## src/rtl/tmrf_pkg.sv

```systemverilog
// Shared types and constants for the masked rectangle fill tile map.
// No dependencies; imported by every module of the block.
`default_nettype none

package tmrf_pkg;

    localparam int MAX_WIDTH_DEF  = 64;
    localparam int MAX_HEIGHT_DEF = 64;

    localparam int COORD_W = 7;
    localparam int TILE_W  = 8;

    typedef logic [1:0]         t_mode;
    typedef logic [COORD_W-1:0] t_coord;
    typedef logic [TILE_W-1:0]  t_tile;

    localparam t_mode MODE_WRITE = 2'd0;
    localparam t_mode MODE_READ  = 2'd1;
    localparam t_mode MODE_FILL  = 2'd2;

    localparam logic REG_MAP_WIDTH  = 1'b0;
    localparam logic REG_MAP_HEIGHT = 1'b1;

    localparam t_coord MAP_SIZE_RST = 7'd64;
    localparam t_tile  TILE_OOR     = 8'hFF;
    localparam t_tile  TILE_ZERO    = 8'h00;

endpackage

`default_nettype wire

```

## src/rtl/tmrf_agu.sv

```systemverilog
// Address unit: registered row-major index width * row + col.
// Depends on tmrf_pkg for the coordinate type.
`default_nettype none

module tmrf_agu #(
    parameter int AW = 12
) (
    input  wire                   i_clk,
    input  tmrf_pkg::t_coord      i_width,
    input  tmrf_pkg::t_coord      i_col,
    input  tmrf_pkg::t_coord      i_row,
    output logic [AW-1:0]         o_addr
);
    import tmrf_pkg::*;

    logic [2*COORD_W-1:0] w_prod;
    logic [2*COORD_W:0]   w_sum;
    logic [AW-1:0]        r_addr;

    assign w_prod = (2*COORD_W)'(i_width) * (2*COORD_W)'(i_row);
    assign w_sum  = {1'b0, w_prod} + (2*COORD_W+1)'(i_col);

    always_ff @(posedge i_clk) begin
        r_addr <= AW'(w_sum);
    end

    assign o_addr = r_addr;

endmodule

`default_nettype wire

```

## config.mk

```make
export PLATFORM = sky130hd
export DESIGN_NAME = tmrf_agu
export DESIGN_NICKNAME = d
export VERILOG_FILES = /design/src/rtl/tmrf_pkg.sv /design/src/rtl/tmrf_agu.sv
export SDC_FILE = /design/constraint.sdc
export NUM_CORES = 1
export LEC_CHECK = 0
export BUFFER_PORTS_ARGS = -buffer_cell sky130_fd_sc_hd__buf_2
export CORE_MARGIN = 5
export CORE_UTILIZATION = 41
export CTS_BUF_LIST = sky130_fd_sc_hd__clkbuf_16
export DETAILED_ROUTE_END_ITERATION = 10
export HOLD_SLACK_MARGIN = 0.12
export PLACE_DENSITY = 0.59
export SYNTH_ARGS = -nofsm -noshare
export SYNTH_HDL_FRONTEND = slang
export SYNTH_SLANG_ARGS = --single-unit
```

## constraint.sdc

```tcl
create_clock -name i_clk -period 10.66 [get_ports i_clk]
set_input_delay 0.533 -clock i_clk [delete_from_list [all_inputs] [get_ports i_clk]]
set_output_delay 0.533 -clock i_clk [all_outputs]
set_load 0.03 [all_outputs]
```

==> impl_metrics.csv, run 1 <==
group,metric,value,unit
place,post_dp_cell_area,2180,µm²
cts,postCtsSetupBuffers,0,
cts,holdBufCountCts,0,
floorplan,start_util,0.418,
worst_setup_path,crit_family,"adder cells",
run,drv_cap,0,
logic_synthesis,syn_area,1950,µm²
finish,drive_above_1_share,0.151,
power_and_ir_drop,peakVddDrop,85.8,µV
sta,fin_crit_sh,0.371,
place,port_buffers,33,
worst_setup_path,crit_chain,"buf_2 > and2_1 > fa_1 > inv_1 > fa_1 > fa_1 > fa_1 > inv_1 > ha_1 > nand3_1 > o211ai_2 > o21a_1 > a41oi_2 > xnor2_1",
cts,clockBufferDepth,2,
logic_synthesis,synth.distinct_cells,22,
hold_path,min-delay-start,"i_col[0]",
global_route,grt_pass1_vias,1519,
sta,max_freq,253,MHz
place,place_inst,309,
sta,worstMarginPinSlew,0.312,ns
worst_setup_path,required,10.78,ns
sta,hold_viol,0,
finish,fin_area,2260,µm²
cts,ctsHtreeMaxLevel,1,
worst_setup_path,cpPeakStageDelay,0.54,ns
worst_setup_path,worstSetupStartpointType,"input port",
place,globalplace.congestion,0.804,
worst_setup_path,path_max_fanout,7,
worst_setup_path,crit_buf_inv,3,
sta,post-route-min-period,3.96,ns
routing,wl_per_cell,11.5,µm
cts,cts.sinks,12,
worst_setup_path,worst_setup_path_end_kind,"register",
status,status,"completed",
finish,final_common_cell,"inv_1",
routing,totalWireLength,3.59,mm
routing,first_iter_violations,37,
global_route,grt_pass1_wl,6.51,mm
global_route,grt_usage,0.130,
floorplan,dieArea,6230,µm²
global_route,grt_max_degree,8,
worst_setup_path,worstSetupPathType,"input port to register",
cts,cts-root-buf,"clkbuf_16",
cts,cts_tree,"built",
sta,final.setup.tns,0,ns
power_and_ir_drop,leakage,1.20,nW
finish,final_cell_mix,"inv_1, buf_2, fa_1",
finish,finalNonFillerCells,313,
logic_synthesis,synth-seq-cells,12,
logic_synthesis,syn-instance-count,222,
place,hpwl,3.19,mm
floorplan,num_io_pins,34,
floorplan,die_w,79.0,µm
hold_path,hold_depth,2,
logic_synthesis,syn-num-nets,301,
routing,drc,0,
sta,rsz0062_at_grt,"no",
global_route,grt_antenna_before_repair,0,
worst_setup_path,crit_path_frequent_cell,"fa_1",
finish,largest_reg_flops,12,
routing,drtAntennaViolNets,0,
floorplan,core_area,4660,µm²
hold_path,hold_class,"input port to register",
finish,insertedDiodeCount,0,
floorplan,fp.dieH,79.0,µm
floorplan,num_rows,25,
cts,cts_buffers,3,
logic_synthesis,syn_avg_cell_area,8.78,µm²
routing,vias_per_cell,4.72,
finish,layout.nets,339,
cts,clkTransAtPathRegs,0.04,ns
routing,drt_pre_antenna_iters,4,
sta,slew_headroom,0.790,
worst_setup_path,crit_slowest_cell,"fa_1",
logic_synthesis,seq_area_frac_synth,0.123,
routing,num_vias,1476,
sta,finalSetupViolations,0,
global_route,overflow,0,
power_and_ir_drop,power_density,204,nW/µm²
logic_synthesis,ys_warn_count,0,
hold_path,hold_end,"o_addr[0]",
worst_setup_path,arrival,4.08,ns
sta,maxSlewViolCount,0,
finish,area_delta_synth_final,16.0,%
cts,cts_resized,0,
[how the worst max path moves through the flow]
stage          startpoint    endpoint  depth (start not counted)
6_report         i_row[3]  o_addr[11]                         14
5_1_grt          i_row[3]  o_addr[11]                         14
4_1_cts          i_row[3]  o_addr[11]                         14
3_5_place_dp     i_row[3]  o_addr[11]                         14
3_3_place_gp     i_row[3]  o_addr[11]                         14
2_1_floorplan    i_row[3]  o_addr[11]                         13
[stage by stage]
step                hold slack [ns]  setup WS (ns)  utilization  power, mW
floorplan                     0.663           6.74            -      0.328
global placement              0.758           6.49        0.468      0.398
detailed placement            0.774           6.45        0.468      0.398
CTS                           0.528           6.68        0.485      0.471
global route                  0.531           6.52        0.485      0.515
finish                        0.531           6.70        0.485      0.462
[final cells by class]
type / count / area (µm²)
Fill cell: 466 / 2400
Multi-Input combinational cell: 151 / 1490
Sequential cell: 12 / 240
Inverter: 59 / 221
Timing Repair Buffer: 33 / 165
Clock buffer: 3 / 75.1
Tap cell: 54 / 67.6
Clock inverter: 1 / 3.75
[cell families after synthesis]
logic type	after synthesis	share of synthesized area
compound gates	13	0.0469
buf+inv	59	0.114
mux	1	0.00513
simple gates	69	0.180
flops	12	0.123
fa+ha+maj	57	0.481
xor+xnor	11	0.0494
[layer usage]
metal,up-vias,share of wire,global-route usage
li1,740,-,-
met1,710,0.43,0.163
met2,21,0.53,0.234
met3,5,0.040,0.0283
met4,0,0.0050,0.0155
met5,-,0,0
[power by group]
part | switching, mW | internal (mW)
combinational | 0.191 | 0.129
sequential | 0.00412 | 0.0688
clock | 0.0192 | 0.0493
total | 0.214 | 0.247
[cells in the mapped netlist, drive strengths merged]
cell / instances / area [µm²]
nor4: 2 / 12.5
dfxtp: 12 / 240
nor2: 6 / 22.5
xnor2: 10 / 87.6
o211ai: 1 / 12.5
o21a: 1 / 7.51
nor3b: 2 / 15.0
nor3: 3 / 15.0
inv: 59 / 221
nand3: 3 / 15.0
and2: 26 / 163
ha: 27 / 338
nand2: 24 / 90.1
fa: 30 / 601
a41oi: 1 / 16.3
mux2i: 1 / 10.0
xor2: 1 / 8.76
o21ai: 4 / 20.0
a21oi: 5 / 28.8
a31oi: 1 / 6.26
nor2b: 3 / 18.8
(Power assumes the default switching activity.)
==> run 2: changes to the inputs <==
--- a/config.mk
+++ b/config.mk
@@ -11,7 +11,7 @@
 export CTS_BUF_LIST = sky130_fd_sc_hd__clkbuf_16
 export DETAILED_ROUTE_END_ITERATION = 10
 export HOLD_SLACK_MARGIN = 0.12
-export PLACE_DENSITY = 0.59
+export PLACE_DENSITY = 0.62
 export SYNTH_ARGS = -nofsm -noshare
 export SYNTH_HDL_FRONTEND = slang
 export SYNTH_SLANG_ARGS = --single-unit
==> constraint.sdc (replaced) <==
create_clock -name i_clk -period 3.6 [get_ports i_clk]
set_input_delay 0.18 -clock i_clk [delete_from_list [all_inputs] [get_ports i_clk]]
set_output_delay 0.18 -clock i_clk [all_outputs]
set_load 0.03 [all_outputs]
==> run 2 against run 1 <==
  * Hold slack worse by 0.36 ns
  * Setup slack lost 6.6 ns
  * Clock power grew to 2.9 times the previous value
  * Core utilization is 4.8 points higher
  * Largest cell class unchanged
==> impl_metrics.csv, run 2 (synthesis gave the netlist of run 1 again) <==
group,metric,value,unit
status,status,"completed",
finish,largest_reg_flops,12,
global_route,grt_antenna_before_repair,0,
routing,drc,0,
finish,final_common_cell,"inv_1",
finish,multi_input_area,1520,µm²
finish,drive_above_1_share,0.243,
worst_setup_path,path_max_fanout,5,
sta,maxSlewViolCount,0,
cts,cts_buffers,3,
place,port_buffers,33,
power_and_ir_drop,peakVddDrop,333,µV
finish,finish.utilization,0.533,
global_route,grt_usage,0.128,
sta,fin_crit_sh,0.963,
worst_setup_path,worstSetupPathType,"input port to register",
worst_setup_path,arrival,3.59,ns
routing,totalWireLength,3.78,mm
cts,clockBufferDepth,2,
finish,final_cell_mix,"inv_1, buf_2, fa_1",
sta,hold_viol,0,
worst_setup_path,worstSetupStartpointType,"input port",
floorplan,die_w,79.0,µm
global_route,grt_pass1_wl,6.49,mm
cts,cts_tree,"built",
routing,drtAntennaViolNets,0,
sta,slew_headroom,0.815,
worst_setup_path,worst_setup_path_end_kind,"register",
finish,area_delta_synth_final,27.5,%
routing,first_iter_violations,43,
floorplan,fp.dieH,79.0,µm
sta,finalSetupViolations,0,
place,hpwl,3.40,mm
routing,wl_per_cell,11.2,µm
floorplan,num_rows,25,
worst_setup_path,required,3.72,ns
routing,num_vias,1553,
worst_setup_path,crit_slowest_cell,"fa_1",
global_route,overflow,0,
power_and_ir_drop,leakage,1.32,nW
sta,max_freq,288,MHz
routing,drt_pre_antenna_iters,4,
place,globalplace.congestion,0.796,
worst_setup_path,crit_path_frequent_cell,"fa_1",
sta,final.setup.tns,0,ns
floorplan,dieArea,6230,µm²
sta,hold_ws,0.171,ns
finish,seq_area,240,µm²
run,drv_cap,0,
worst_setup_path,cpPeakStageDelay,0.54,ns
cts,cts.sinks,12,
cts,ctsHtreeMaxLevel,1,
sta,post-route-min-period,3.47,ns
hold_path,min-delay-start,"i_col[0]",
finish,layout.nets,365,
floorplan,core_area,4660,µm²
finish,insertedDiodeCount,0,
cts,cts-root-buf,"clkbuf_16",
hold_path,hold_class,"input port to register",
place,place_inst,335,
worst_setup_path,crit_family,"adder cells",
routing,vias_per_cell,4.59,
finish,finalNonFillerCells,338,
global_route,grt_pass1_vias,1549,
hold_path,hold_end,"o_addr[0]",
sta,worstMarginPinSlew,0.275,ns
cts,clkTransAtPathRegs,0.04,ns
worst_setup_path,crit_buf_inv,3,
floorplan,num_io_pins,34,
power_and_ir_drop,power_density,636,nW/µm²
floorplan,start_util,0.418,
finish,fillers,443,
global_route,grt_max_degree,8,
worst_setup_path,crit_chain,"buf_2 > and2_1 > fa_1 > inv_1 > fa_1 > fa_1 > fa_1 > inv_1 > ha_4 > nand3_2 > o211ai_2 > o21a_1 > a41oi_2 > xnor2_1",
cts,holdBufCountCts,0,
hold_path,hold_depth,2,
-- run 2: cell types whose count changed in the layout (fill, tap and decap cells not counted), sizes merged --
cell,previous run,this run
buf,33,59
clkinv,1,0
-- run 2: routing by layer --
| metal | vias up | part of all wire | global-route usage |
|---|---|---|---|
| met3 | 0 | 0.040 | 0.0261 |
| met1 | 740 | 0.44 | 0.158 |
| met5 | - | 0 | 0 |
| met4 | 0 | 0 | 0.0103 |
| met2 | 23 | 0.52 | 0.238 |
| li1 | 790 | - | - |
-- run 2: final cells by class --
class / count / share of cell area
tap: 54 / 0.0272
clock buffer: 3 / 0.0302
multi-input combinational: 151 / 0.612
inverter: 59 / 0.0891
sequential: 12 / 0.0966
timing repair buffer: 59 / 0.145
-- run 2: stage by stage --
stage	power, mW	setup WS (ns)	area [µm²]
after CTS	1.54	0.0344	2450
after floorplan	0.972	0.0314	1950
final	1.58	0.132	2490
after detailed placement	1.33	-0.227	2380
after global routing	1.75	-0.00328	2490
after global placement	1.32	-0.178	2380
-- run 2: worst max path at each step --
| stage | slack (ns) | start | depth (start not counted) | endpoint |
|---|---|---|---|---|
| floorplan | 0.03 | i_row[3] | 13 | o_addr[11] |
| global placement | -0.18 | i_row[3] | 14 | o_addr[11] |
| detailed placement | -0.23 | i_row[3] | 14 | o_addr[11] |
| CTS | 0.03 | i_row[3] | 14 | o_addr[11] |
| global route | -0.003 | i_row[3] | 16 | o_addr[10] |
| finish | 0.13 | i_row[3] | 14 | o_addr[11] |
-- run 2: repair_timing --
action / 4_1_cts / 5_1_grt
resized for setup: 0 / 6
setup endpoints to repair: 0 / 5
setup buffers: 0 / 0
-- run 2: power by group --
part           switching (mW)  internal, mW
sequential             0.0116         0.204
combinational           0.622         0.546
clock                  0.0526         0.144
